**src/rtl/core/sla_pkg.sv**
```systemverilog
package sla_pkg;

  localparam int unsigned SINE_ENTRIES_DEF = 256;
  localparam int unsigned COLOR_BITS_DEF   = 8;

  localparam int unsigned REQ_W      = 2;
  localparam int unsigned MODE_W     = 4;
  localparam int unsigned COLOR_W    = 24;
  localparam int unsigned CHAN_W     = 8;
  localparam int unsigned PHASE_W    = 16;
  localparam int unsigned CNT_W      = 16;
  localparam int unsigned IN_DATA_W  = 32;
  localparam int unsigned OUT_DATA_W = 32;
  localparam int unsigned APB_ADDR_W = 5;
  localparam int unsigned APB_DATA_W = 32;
  localparam int unsigned REG_IDX_W  = 3;

  typedef enum logic [REQ_W-1:0] {
    REQ_TICK  = 2'd0,
    REQ_MODE  = 2'd1,
    REQ_FLASH = 2'd2
  } req_e;

  typedef enum logic [MODE_W-1:0] {
    MODE_OFF      = 4'd0,
    MODE_BOOT     = 4'd1,
    MODE_LINKING  = 4'd2,
    MODE_LINKED   = 4'd3,
    MODE_UNLINKED = 4'd4,
    MODE_SCAN     = 4'd5,
    MODE_ALARM    = 4'd6,
    MODE_STANDBY  = 4'd7,
    MODE_ERROR    = 4'd8,
    MODE_LEARN    = 4'd9,
    MODE_SETUP    = 4'd10
  } mode_e;

  typedef enum logic [REG_IDX_W-1:0] {
    REG_LED_ENABLE  = 3'd0,
    REG_PULSE_STEP  = 3'd1,
    REG_BOOT_STEP   = 3'd2,
    REG_FAST_BLINK  = 3'd3,
    REG_SLOW_BLINK  = 3'd4,
    REG_FLASH_LEN   = 3'd5
  } reg_e;

  localparam logic [COLOR_W-1:0] COL_BLACK  = 24'h000000;
  localparam logic [COLOR_W-1:0] COL_BLUE   = 24'h0000FF;
  localparam logic [COLOR_W-1:0] COL_YELLOW = 24'hFFFF00;
  localparam logic [COLOR_W-1:0] COL_GREEN  = 24'h00FF00;
  localparam logic [COLOR_W-1:0] COL_RED    = 24'hFF0000;
  localparam logic [COLOR_W-1:0] COL_ICE    = 24'h5096FF;
  localparam logic [COLOR_W-1:0] COL_AMBER  = 24'hFFBF00;
  localparam logic [COLOR_W-1:0] COL_PURPLE = 24'h800080;
  localparam logic [COLOR_W-1:0] COL_CYAN   = 24'h00FFFF;

  localparam logic [PHASE_W-1:0] PULSE_STEP_RST = 16'd33;
  localparam logic [PHASE_W-1:0] BOOT_STEP_RST  = 16'd66;
  localparam logic [CNT_W-1:0]   FAST_BLINK_RST = 16'd250;
  localparam logic [CNT_W-1:0]   SLOW_BLINK_RST = 16'd1000;
  localparam logic [CNT_W-1:0]   FLASH_LEN_RST  = 16'd100;

endpackage

```
**src/rtl/core/sla_fade.sv**
```systemverilog
module sla_fade #(
  parameter int unsigned SINE_ENTRIES = sla_pkg::SINE_ENTRIES_DEF,
  parameter int unsigned COLOR_BITS   = sla_pkg::COLOR_BITS_DEF
) (
  input  logic [sla_pkg::PHASE_W-1:0] phase_i,
  input  logic [sla_pkg::COLOR_W-1:0] color_i,
  output logic [sla_pkg::COLOR_W-1:0] color_o
);
  import sla_pkg::*;

  localparam int unsigned IDX_W = $clog2(SINE_ENTRIES);
  localparam int unsigned NCHAN = COLOR_W / CHAN_W;

  logic [COLOR_BITS:0] sine_lut [SINE_ENTRIES];
  logic [31:0]         idx_prod;
  logic [IDX_W-1:0]    idx;
  logic [COLOR_BITS:0] level;

  // build the sine table at elaboration
  for (genvar gi = 0; gi < SINE_ENTRIES; gi++) begin : g_sine
    localparam longint unsigned N    = longint'(SINE_ENTRIES);
    localparam longint unsigned I2   = 2 * longint'(gi);
    localparam bit              FST  = I2 < N;
    localparam longint unsigned A    = FST ? I2 : I2 - N;
    localparam longint unsigned P    = A * (N - A);
    localparam longint unsigned NN5  = 5 * N * N;
    localparam longint unsigned DEN  = 2 * (NN5 - 4 * P);
    localparam longint unsigned NUM  = FST ? NN5 + 12 * P : NN5 - 20 * P;
    localparam longint unsigned LVL  = ((NUM << COLOR_BITS) + DEN / 2) / DEN;
    assign sine_lut[gi] = LVL[COLOR_BITS:0];
  end

  assign idx_prod = 32'(phase_i) * 32'(SINE_ENTRIES);
  assign idx      = idx_prod[PHASE_W +: IDX_W];
  assign level    = sine_lut[idx];

  for (genvar gc = 0; gc < NCHAN; gc++) begin : g_chan
    logic [CHAN_W+COLOR_BITS:0] prod;
    logic [CHAN_W:0]            scaled;
    assign prod   = (CHAN_W+COLOR_BITS+1)'(color_i[gc*CHAN_W +: CHAN_W]) *
                    (CHAN_W+COLOR_BITS+1)'(level);
    assign scaled = prod[COLOR_BITS +: CHAN_W+1];
    assign color_o[gc*CHAN_W +: CHAN_W] = scaled[CHAN_W] ? {CHAN_W{1'b1}} :
                                          scaled[CHAN_W-1:0];
  end

endmodule

```
**src/rtl/core/status_led_animator_unit.sv**
```systemverilog
// Status pixel animator. Each input transfer is a millisecond tick, a mode request or an
// activity flash (tuser selects which); each one yields exactly one result transfer carrying
// the pixel color, the shown mode and the flash flag. An item is handled in a single pass from
// the state registers to the output register, so the result appears in the cycle after the input
// transfer and one item is taken every cycle for as long as the output side accepts; the single
// output register is what sets that rate. Tick handling advances the pulse phases and blink
// counters, counts down a flash and, outside one, repaints the pixel (fades via a sine table and
// per-channel multiplies). Registers sit on the APB port at byte address 4*i; writing led_enable
// to 0 blanks the pixel, and while it is 0 items leave the state untouched and report black.
module status_led_animator_unit #(
  parameter int unsigned SINE_ENTRIES = sla_pkg::SINE_ENTRIES_DEF,
  parameter int unsigned COLOR_BITS   = sla_pkg::COLOR_BITS_DEF
) (
  input  logic                           clk_i,
  input  logic                           rst_ni,
  input  logic                           s_axis_tvalid,
  output logic                           s_axis_tready,
  input  logic [sla_pkg::IN_DATA_W-1:0]  s_axis_tdata,   // new_state[3:0], flash_color[27:4]
  input  logic [sla_pkg::REQ_W-1:0]      s_axis_tuser,   // req_type[1:0]
  output logic                           m_axis_tvalid,
  input  logic                           m_axis_tready,
  output logic [sla_pkg::OUT_DATA_W-1:0] m_axis_tdata,   // pixel_color[23:0], shown_state[27:24],
                                                         // flash_active[28]
  input  logic                           psel,
  input  logic                           penable,
  input  logic                           pwrite,
  input  logic [sla_pkg::APB_ADDR_W-1:0] paddr,
  input  logic [sla_pkg::APB_DATA_W-1:0] pwdata,
  output logic [sla_pkg::APB_DATA_W-1:0] prdata,
  output logic                           pready
);
  import sla_pkg::*;

  logic                 led_enable_q;
  logic [PHASE_W-1:0]   pulse_step_q, boot_step_q;
  logic [CNT_W-1:0]     fast_ms_q, slow_ms_q, flash_len_q;

  logic [MODE_W-1:0]    shown_mode_q, shown_mode_d;
  logic [MODE_W-1:0]    fallback_q, fallback_d;
  logic [CNT_W-1:0]     flash_left_q, flash_left_d;
  logic [COLOR_W-1:0]   pixel_q, pixel_d;
  logic [PHASE_W-1:0]   boot_phase_q, boot_phase_d;
  logic [PHASE_W-1:0]   pulse_phase_q, pulse_phase_d;
  logic [CNT_W-1:0]     fast_count_q, fast_count_d;
  logic [CNT_W-1:0]     slow_count_q, slow_count_d;
  logic                 fast_half_q, fast_half_d;
  logic                 slow_half_q, slow_half_d;
  logic                 blink_shown_q, blink_shown_d;

  logic                 out_valid_q;
  logic [OUT_DATA_W-1:0] out_data_q, out_data_d;

  logic                 in_fire;
  logic                 cfg_wr;
  logic [REG_IDX_W-1:0] reg_idx;
  logic [REQ_W-1:0]     req_type;
  logic [MODE_W-1:0]    new_state;
  logic [COLOR_W-1:0]   flash_color;

  logic [CNT_W-1:0]     fast_inc, slow_inc;
  logic [MODE_W-1:0]    render_mode;
  logic [PHASE_W-1:0]   fade_phase;
  logic [COLOR_W-1:0]   fade_in, fade_out;
  logic                 blink_half;
  logic [COLOR_W-1:0]   blink_color;
  logic                 blink_mode;
  logic                 do_render;

  assign pready        = 1'b1;
  assign cfg_wr        = psel && penable && pwrite && pready;
  assign reg_idx       = paddr[APB_ADDR_W-1:2];
  assign s_axis_tready = !out_valid_q || m_axis_tready;
  assign in_fire       = s_axis_tvalid && s_axis_tready;
  assign req_type      = s_axis_tuser;
  assign new_state     = s_axis_tdata[MODE_W-1:0];
  assign flash_color   = s_axis_tdata[MODE_W +: COLOR_W];
  assign m_axis_tvalid = out_valid_q;
  assign m_axis_tdata  = out_data_q;

  always_comb begin
    unique case (reg_idx)
      REG_LED_ENABLE: prdata = APB_DATA_W'(led_enable_q);
      REG_PULSE_STEP: prdata = APB_DATA_W'(pulse_step_q);
      REG_BOOT_STEP:  prdata = APB_DATA_W'(boot_step_q);
      REG_FAST_BLINK: prdata = APB_DATA_W'(fast_ms_q);
      REG_SLOW_BLINK: prdata = APB_DATA_W'(slow_ms_q);
      REG_FLASH_LEN:  prdata = APB_DATA_W'(flash_len_q);
      default:        prdata = '0;
    endcase
  end

  // tick counters and phases
  assign boot_phase_d  = boot_phase_q + boot_step_q;
  assign pulse_phase_d = pulse_phase_q + pulse_step_q;
  assign fast_inc      = fast_count_q + CNT_W'(1);
  assign slow_inc      = slow_count_q + CNT_W'(1);
  assign render_mode   = (flash_left_q == CNT_W'(1)) ? fallback_q : shown_mode_q;

  always_comb begin
    fade_phase = pulse_phase_d;
    fade_in    = COL_BLACK;
    unique case (render_mode)
      MODE_BOOT: begin
        fade_phase = boot_phase_d;
        fade_in    = COL_BLUE;
      end
      MODE_SCAN:    fade_in = COL_ICE;
      MODE_ALARM:   fade_in = COL_RED;
      MODE_STANDBY: fade_in = COL_AMBER;
      MODE_SETUP:   fade_in = COL_CYAN;
      default:      fade_in = COL_BLACK;
    endcase
  end

  sla_fade #(
    .SINE_ENTRIES(SINE_ENTRIES),
    .COLOR_BITS  (COLOR_BITS)
  ) u_fade (
    .phase_i(fade_phase),
    .color_i(fade_in),
    .color_o(fade_out)
  );

  always_comb begin
    shown_mode_d  = shown_mode_q;
    fallback_d    = fallback_q;
    flash_left_d  = flash_left_q;
    pixel_d       = pixel_q;
    fast_count_d  = fast_count_q;
    slow_count_d  = slow_count_q;
    fast_half_d   = fast_half_q;
    slow_half_d   = slow_half_q;
    blink_shown_d = blink_shown_q;
    blink_half    = fast_half_q;
    blink_color   = COL_BLACK;
    blink_mode    = 1'b0;
    do_render     = 1'b0;

    if (in_fire && led_enable_q) begin
      unique case (req_type)
        REQ_TICK: begin
          if (fast_inc >= fast_ms_q) begin
            fast_count_d = '0;
            fast_half_d  = !fast_half_q;
          end else begin
            fast_count_d = fast_inc;
          end
          if (slow_inc >= slow_ms_q) begin
            slow_count_d = '0;
            slow_half_d  = !slow_half_q;
          end else begin
            slow_count_d = slow_inc;
          end
          if (flash_left_q != '0) begin
            flash_left_d = flash_left_q - CNT_W'(1);
            if (flash_left_q == CNT_W'(1)) begin
              shown_mode_d = fallback_q;
              do_render    = 1'b1;
            end
          end else begin
            do_render = 1'b1;
          end
        end
        REQ_MODE: begin
          fallback_d = new_state;
          if (flash_left_q == '0 || new_state == MODE_ERROR) begin
            shown_mode_d = new_state;
          end
        end
        REQ_FLASH: begin
          flash_left_d = flash_len_q;
          pixel_d      = flash_color;
        end
        default: begin
        end
      endcase
    end

    if (do_render) begin
      unique case (render_mode)
        MODE_BOOT, MODE_SCAN, MODE_ALARM, MODE_STANDBY, MODE_SETUP: pixel_d = fade_out;
        MODE_LINKED:   pixel_d = COL_GREEN;
        MODE_UNLINKED: pixel_d = COL_RED;
        MODE_LINKING: begin
          blink_mode  = 1'b1;
          blink_half  = fast_half_d;
          blink_color = COL_YELLOW;
        end
        MODE_ERROR: begin
          blink_mode  = 1'b1;
          blink_half  = fast_half_d;
          blink_color = COL_RED;
        end
        MODE_LEARN: begin
          blink_mode  = 1'b1;
          blink_half  = slow_half_d;
          blink_color = COL_PURPLE;
        end
        default: pixel_d = COL_BLACK;
      endcase
      // repaint only on a blink phase change
      if (blink_mode && (!blink_half != blink_shown_q)) begin
        blink_shown_d = !blink_half;
        pixel_d       = blink_half ? COL_BLACK : blink_color;
      end
    end

    if (cfg_wr && reg_idx == REG_LED_ENABLE && !pwdata[0]) begin
      pixel_d = COL_BLACK;
    end
  end

  always_comb begin
    out_data_d = '0;
    out_data_d[COLOR_W-1:0]          = led_enable_q ? pixel_d : COL_BLACK;
    out_data_d[COLOR_W +: MODE_W]    = shown_mode_d;
    out_data_d[COLOR_W + MODE_W]     = (flash_left_d != '0);
  end

  always_ff @(posedge clk_i or negedge rst_ni) begin
    if (!rst_ni) begin
      led_enable_q  <= 1'b1;
      pulse_step_q  <= PULSE_STEP_RST;
      boot_step_q   <= BOOT_STEP_RST;
      fast_ms_q     <= FAST_BLINK_RST;
      slow_ms_q     <= SLOW_BLINK_RST;
      flash_len_q   <= FLASH_LEN_RST;
      shown_mode_q  <= MODE_OFF;
      fallback_q    <= MODE_OFF;
      flash_left_q  <= '0;
      pixel_q       <= COL_BLACK;
      boot_phase_q  <= '0;
      pulse_phase_q <= '0;
      fast_count_q  <= '0;
      slow_count_q  <= '0;
      fast_half_q   <= 1'b0;
      slow_half_q   <= 1'b0;
      blink_shown_q <= 1'b0;
      out_valid_q   <= 1'b0;
    end else begin
      if (cfg_wr) begin
        unique case (reg_idx)
          REG_LED_ENABLE: led_enable_q <= pwdata[0];
          REG_PULSE_STEP: pulse_step_q <= pwdata[PHASE_W-1:0];
          REG_BOOT_STEP:  boot_step_q  <= pwdata[PHASE_W-1:0];
          REG_FAST_BLINK: fast_ms_q    <= pwdata[CNT_W-1:0];
          REG_SLOW_BLINK: slow_ms_q    <= pwdata[CNT_W-1:0];
          REG_FLASH_LEN:  flash_len_q  <= pwdata[CNT_W-1:0];
          default: begin
          end
        endcase
      end
      shown_mode_q  <= shown_mode_d;
      fallback_q    <= fallback_d;
      flash_left_q  <= flash_left_d;
      pixel_q       <= pixel_d;
      fast_count_q  <= fast_count_d;
      slow_count_q  <= slow_count_d;
      fast_half_q   <= fast_half_d;
      slow_half_q   <= slow_half_d;
      blink_shown_q <= blink_shown_d;
      if (in_fire && led_enable_q && req_type == REQ_TICK) begin
        boot_phase_q  <= boot_phase_d;
        pulse_phase_q <= pulse_phase_d;
      end
      if (in_fire) begin
        out_valid_q <= 1'b1;
      end else if (m_axis_tready) begin
        out_valid_q <= 1'b0;
      end
    end
  end

  always_ff @(posedge clk_i) begin
    if (in_fire) begin
      out_data_q <= out_data_d;
    end
  end

`ifndef SYNTHESIS
  a_result_follows: assert property (@(posedge clk_i) disable iff (!rst_ni)
    in_fire |=> m_axis_tvalid)
    else $error("accepted item produced no result");

  a_flash_countdown: assert property (@(posedge clk_i) disable iff (!rst_ni)
    in_fire && led_enable_q && req_type == REQ_TICK && flash_left_q != '0
    |=> flash_left_q == $past(flash_left_q) - CNT_W'(1))
    else $error("flash countdown skipped");

  a_disabled_frozen: assert property (@(posedge clk_i) disable iff (!rst_ni)
    in_fire && !led_enable_q
    |=> $stable(shown_mode_q) && $stable(flash_left_q) && $stable(pulse_phase_q))
    else $error("state changed while disabled");

  a_phase_hold: assert property (@(posedge clk_i) disable iff (!rst_ni)
    !(in_fire && req_type == REQ_TICK) |=> $stable(boot_phase_q) && $stable(fast_count_q))
    else $error("tick state moved without a tick");
`endif

endmodule
```
**config.mk**
```make
export PLATFORM = sky130hd
export DESIGN_NAME = status_led_animator_unit
export DESIGN_NICKNAME = d
export VERILOG_FILES = /design/src/rtl/core/sla_pkg.sv /design/src/rtl/core/sla_fade.sv /design/src/rtl/core/status_led_animator_unit.sv
export SDC_FILE = /design/constraint.sdc
export NUM_CORES = 1
export LEC_CHECK = 0
export ABC_AREA = 1
export CORE_MARGIN = 2
export CORE_UTILIZATION = 55
export CTS_CLUSTER_SIZE = 16
export DETAILED_ROUTE_END_ITERATION = 10
export DONT_BUFFER_PORTS = 1
export GPL_ROUTABILITY_DRIVEN = 0
export HOLD_SLACK_MARGIN = 0.12
export PLACE_DENSITY_LB_ADDON = 0.1
export SETUP_SLACK_MARGIN = 0.3
export SLEW_MARGIN = 20
export SYNTH_ARGS = -nofsm -noshare
export SYNTH_HDL_FRONTEND = slang
export SYNTH_HIERARCHICAL = 1
export SYNTH_SLANG_ARGS = --single-unit
```
**constraint.sdc**
```tcl
create_clock -name clk_i -period 9.5 [get_ports clk_i]
set_input_delay 2.375 -clock clk_i [delete_from_list [all_inputs] [get_ports clk_i]]
set_output_delay 2.375 -clock clk_i [all_outputs]
set_load 0.01 [all_outputs]
```
Word level (Yosys, flattened, before mapping)
Memory sizes are Yosys's and may differ from the RTL's.
Cells that the tools add are included.
Widths: inputs -> output; s select.

word-level totals
  word-level logic and storage cells = 128
  register bits after elaboration = 226
  bits in read-only memories = 2304
  input bits = 78
  memories = 1
  output and inout bits = 67

memory list
  name              depth  bits a word  rd ports  clocked after memory_dff  wr ports  line            text
  (name not given)  256    9            1         0                         0         sla_fade.sv:35  assign level = sine_lut[idx];

cells by class
  bitwise gates (word level) = 1
  $add $sub $neg = 5
  multiply operators = 3
  order comparisons = 3
  reductions and logical operators = 33
  multiplexer cells = 42
  equality and inequality tests = 20

operator list
  operator               number
  $mux 24                6
  $pmux 24 s5            1
  $pmux 16 s6            1
  $pmux 24 s4            1
  $mux 16                5
  $pmux 24 s3            1
  $mul 8x9->17           3
  $add 16x1->16 const B  2
  $add 16x16->16         2
  $ge 16x16->1           2
  $pmux 16 s2            1
  $reduce_bool 16->1     2
  $mux 8                 3
  $mux 9                 2
  $reduce_and 2->1       9
  $eq 16x1->1 const B    1
  $eq 4x3->1 const B     4
  $eq 4x4->1 const B     4
  $logic_not 16->1       1
  $mux 4                 4
  $sub 16x1->16 const B  1
  $mux 1                 15
  $ge 9x9->1 const B     1
  $not 8->9              1
  other kinds (19)       34

Longest topological paths before layout
  depth in word-level cells = 14
  mapped depth = 54
  gate-level depth less buffers = 53

Cells and area by module
Netlist, hierarchy kept.

modules (own cells, without submodules)
  module                    area each (sq um)  instances  cells an instance  seq. area each (sq um)
  status_led_animator_unit  13489.2            1          1657               5825.6
  sla_fade                  8816.0             1          1336               0.0

Worst setup path before layout
No wires, ideal clock.

  path type = register -> register
  start = register flash_left_q[1]
  end = register out_data_q[11] (netlist: m_axis_tdata[11]) (data pin)
  clock period less this slack = 8.749 ns
  slack = 0.751 ns
  required time = 9.231 ns
  setup time = 0.269 ns
  buffers on the path = 1
  arrival = 8.480 ns
  stages on the path, launching flop included = 49
  cells stage by stage = dfrtp_1 > inv_1 > ha_1 > nand2_2 > nor2_8 > nand2_4 > nand2_2 > nand2_4 > nor2_4 > inv_1 > nor2_1 > clkinv_1 > o21ai_0 > inv_2 > ha_1 > nand2_1 > nand2_1 > nand2_1 > (+13 left out) > inv_1 > fa_1 > inv_1 > ha_1 > nand2_1 > o21ai_0 > inv_1 > nor2_1 > a2111oi_0 > nand3_1 > nand2_4 > nand3_1 > a21oi_1 > nand2_1 > nand2_1 > nand2_1 > nand3_1 > nor2_1

between the ends
  word-level cells in the longest chain between the ends = 14
  elaborated cells on any way between the ends = 41
  classes of those cells = mul (1); eq/ne (12); mux (20); bitwise (1); reduce/logical (6); memory (1)

ends and longest elaborated chain
  element                                     line                             text
  start, declared                             status_led_animator_unit.sv:40   logic [CNT_W-1:0] flash_left_q, flash_left_d;
  start signal, assigned                      status_led_animator_unit.sv:255  flash_left_q <= flash_left_d;
  $eq 16x1->1                                 status_led_animator_unit.sv:97   assign render_mode = (flash_left_q == CNT_W'(1)) ? fallback_q : shown_mode_q;
  $mux 4                                      status_led_animator_unit.sv:97
  $eq 4x1->1                                  status_led_animator_unit.sv:102  unique case (render_mode)
  $mux 16                                     status_led_animator_unit.sv:102
  net fade_phase[9]                           status_led_animator_unit.sv:62   logic [PHASE_W-1:0] fade_phase;
  $not 8->9 (not written as such)             sla_fade.sv:35
  $mem_v2 256x9                               --
  $mux 9 (not written as such) (2 in series)  sla_fade.sv:35
  $mul 8x9->17                                sla_fade.sv:40                   assign prod = (CHAN_W+COLOR_BITS+1)'(color_i[gc*CHAN_W +: CHAN_W]) *
  $mux 8                                      sla_fade.sv:43                   assign color_o[gc*CHAN_W +: CHAN_W] = scaled[CHAN_W] ? {CHAN_W{1'b1}} :
  net fade_out[11]                            status_led_animator_unit.sv:63   logic [COLOR_W-1:0] fade_in, fade_out;
  $pmux 24 s4                                 status_led_animator_unit.sv:180  unique case (render_mode)
  $mux 24                                     status_led_animator_unit.sv:202  if (blink_mode && (!blink_half != blink_shown_q)) begin
  $mux 24                                     status_led_animator_unit.sv:179  if (do_render) begin
  $mux 24                                     status_led_animator_unit.sv:208  if (cfg_wr && reg_idx == REG_LED_ENABLE && !pwdata[0]) begin
  end signal, assigned                        status_led_animator_unit.sv:276  out_data_q <= out_data_d;
  end, declared                               status_led_animator_unit.sv:51   logic [OUT_DATA_W-1:0] out_data_q, out_data_d;

The timed path passes the listed nets, and every way through them passes these cells. The select of a mux whose other input is x is not followed.
A chain may end at the register's enable or synchronous reset.

Worst setup path in the final report
  start = register pulse_step_q[0]
  end = register out_data_q[4] (netlist: m_axis_tdata[4]) (data pin)

between the ends
  word-level cells in the longest chain between the ends = 12

ends and longest elaborated chain
  element                                     line                             text
  start, declared                             status_led_animator_unit.sv:35   logic [PHASE_W-1:0] pulse_step_q, boot_step_q;
  start signal, assigned                      status_led_animator_unit.sv:244  REG_PULSE_STEP: pulse_step_q <= pwdata[PHASE_W-1:0];
  $add 16x16->16                              status_led_animator_unit.sv:94   assign pulse_phase_d = pulse_phase_q + pulse_step_q;
  $mux 16                                     status_led_animator_unit.sv:102
  net fade_phase[10]                          status_led_animator_unit.sv:62
  $not 8->9 (not written as such)             sla_fade.sv:35
  $mem_v2 256x9                               --
  $mux 9 (not written as such) (2 in series)  sla_fade.sv:35
  $mul 8x9->17                                sla_fade.sv:40
  $mux 8                                      sla_fade.sv:43
  net fade_out[4]                             status_led_animator_unit.sv:63
  $pmux 24 s4                                 status_led_animator_unit.sv:180
  $mux 24                                     status_led_animator_unit.sv:202
  $mux 24                                     status_led_animator_unit.sv:179
  $mux 24                                     status_led_animator_unit.sv:208

The timed path passes the listed nets, and every way through them passes these cells. The select of a mux whose other input is x is not followed.

==> flow_metrics.py <==
metrics = {
    "clock_network": {
        "clockRootBuffer": "clkbuf_16",
        "cts.clk_slew.worst_paths_ps": 60,
        "worst_skew_pair.late_latency_ps": 570,
        "clock-sinks": 226,
        "holdBufCountCts": 0,
        "cts_tree": "yes",
        "htree_num_levels": 1,
        "cts_buffers": 26,
        "clockBufferDepth": 3,
    },
    "critical_path": {
        "cp_max_fo": 9,
        "r2r-end": "m_axis_tdata[4]$_SDFFCE_PN0P_",
        "crit_slowest_cell": "dfstp_2",
        "crit_type": "flip-flop to flip-flop",
        "cp-start-kind": "flip-flop",
        "regToRegSetupSlack_ps": 830,
        "reg2regPathDepth": 47,
        "required_ps": 9780,
        "setup.worst_path.end_class": "flip-flop",
        "cp_slowest_stage_delay_ps": 550,
        "critical_path_arrival_ps": 8940,
        "r2r_start": "pulse_step_q[0]$_DFFE_PN1P_",
        "cp_common_cell": "inv_1",
    },
    "global_routing": {
        "grt_first_pass_wirelength_mm": 102,
        "grt_max_degree": 198,
        "grt_antenna_before_repair": 1,
        "grt_usage_pct": 30.0,
        "grt_pass1_vias": 19900,
        "gr-total-overflow": 0,
    },
    "worst_hold_path": {
        "min-delay-start": "pulse_phase_q[4]$_DFFE_PN0P_",
        "min_path_type": "flip-flop to flip-flop",
        "whs_path_depth": 2,
        "whs_endpoint": "pulse_phase_q[4]$_DFFE_PN0P_",
    },
    "route": {
        "drt-initial-drc-count": 1625,
        "routed_wl_mm": 61.5,
        "wl_per_cell_um": 17.2,
        "postRouteAntennaNets": 0,
        "drt_pass1_iterations": 7,
        "vias": 20200,
        "via_per_inst": 5.66,
        "drc": 0,
    },
    "die": {
        "fp.dieW_um": 205,
        "dieArea_um2": 42000,
        "io_pins": 145,
        "die_h_um": 205,
        "fp.coreArea_um2": 39800,
        "start_util_pct": 55.8,
        "rows": 73,
    },
    "sta": {
        "fin_skew_ps": 27.8,
        "hold_slack_ps": 482,
        "drv_slew": 0,
        "finalSetupViolations": 0,
        "rsz0062_at_grt": "yes",
        "max_freq_ghz": 0.115,
        "worstMarginPinSlew_ps": 1090,
        "fin_tns_setup_ps": 0,
        "fin_crit_ps": 8670,
        "relSlewSlack_pct": 27.2,
        "hold_viol": 0,
        "period_share_pct": 91.2,
    },
    "power": {
        "ir_drop_v": 0.000204,
        "p_leak_nw": 12.4,
        "cellPowerDensity_nw_per_um2": 391,
    },
    "run": {
        "cap_violations": 0,
    },
    "synthesis": {
        "synthCells": 2972,
        "yosysWarningCount": 6,
        "syn_area_um2": 22200,
        "avgSynthCellArea_um2": 7.48,
    },
    "finish": {
        "area_delta_synth_final_pct": 9.86,
        "largest_register_ff_count": 29,
        "nets": 3410,
        "drive_gt1_share_pct": 10.6,
    },
    "run_status": {
        "status": "completed",
    },
    "placement": {
        "hpwl_mm": 47.1,
        "port-buffer-count": 0,
    },
}
## where the power goes
part	total, mW	internal (mW)	switching, mW
clock	1.01	0.584	0.429
combinational	7.09	2.62	4.47
sequential	1.45	1.26	0.194
## how the worst max path moves through the flow
| stage | startpoint | end | slack (ps) |
|---|---|---|---|
| 6_report | pulse_step_q[0]$_DFFE_PN1P_ | m_axis_tdata[4]$_SDFFCE_PN0P_ | 830 |
| 5_1_grt | pulse_step_q[0]$_DFFE_PN1P_ | m_axis_tdata[4]$_SDFFCE_PN0P_ | 240 |
| 3_3_place_gp | pulse_step_q[0]$_DFFE_PN1P_ | m_axis_tdata[4]$_SDFFCE_PN0P_ | 490 |
| 3_5_place_dp | pulse_step_q[0]$_DFFE_PN1P_ | m_axis_tdata[7]$_SDFFCE_PN0P_ | 390 |
| 4_1_cts | pulse_step_q[0]$_DFFE_PN1P_ | m_axis_tdata[7]$_SDFFCE_PN0P_ | 330 |
| 2_1_floorplan | flash_left_q[1]$_DFF_PN0_ | m_axis_tdata[11]$_SDFFCE_PN0P_ | 920 |
## cell type report
type | instances | area, µm²
Tap cell | 525 | 657
Multi-Input combinational cell | 2148 | 14200
Fill cell | 3719 | 15400
Sequential cell | 226 | 5830
Antenna cell | 1 | 2.50
Clock buffer | 32 | 703
Inverter | 506 | 1910
Timing Repair Buffer | 119 | 972
Clock inverter | 16 | 158
## through the flow
step	setup slack, ps	power (mW)	area [µm²]	instances	util, %
4_1_cts	329	9.18	24000	3555	60.4
6_report	832	9.56	24400	3573	61.3
3_5_place_dp	389	8.12	23200	3507	58.2
3_3_place_gp	494	8.01	23200	3507	58.2
2_1_floorplan	925	5.78	22300	2990	-
5_1_grt	240	10.4	24400	3572	61.3
## repair_timing
action,4_1_cts,5_1_grt
buffers inserted,0,16
setup endpoints to repair,0,48
gates resized for setup,0,66
## per-layer routing
| layer | wire, µm | track usage [%] |
|---|---|---|
| met2 | 28600 | 49.3 |
| met4 | 1890 | 9.40 |
| met3 | 4200 | 3.95 |
| met1 | 26800 | 41.3 |
| met5 | 0 | 0 |
## critical path: cells and delay by family (launching register included)
kind / cells / cell delay [ps]
XOR/XNOR: 1 / 230
flip-flops: 1 / 550
adder cells (fa/ha/maj): 7 / 3070
buffers and inverters: 13 / 1180
AND/OR/NAND/NOR: 16 / 1820
AO/OA/AOI/OAI: 10 / 1500
## layout by cell type (no fill, tap or decap), drive strengths merged, types with 4 or more instances in the layout
master / instances
xor2: 51
conb: 20
ha: 180
edfxtp: 29
inv: 501
a221oi: 18
a2111oi: 6
o21ai: 232
clkinv: 16
nand2: 703
mux2i: 23
nand3: 155
o2111ai: 5
nor4: 4
nand4: 33
fa: 125
o211ai: 18
dfrtp: 177
a22oi: 7
o22ai: 41
a21boi: 4
clkbuf: 33
o21bai: 8
dfstp: 20
a31oi: 7
a21oi: 144
nor2: 265
xnor2: 17
buf: 118
nand3b: 9
nor3: 38
o221ai: 7
Power figures use the tool's default switching activity.
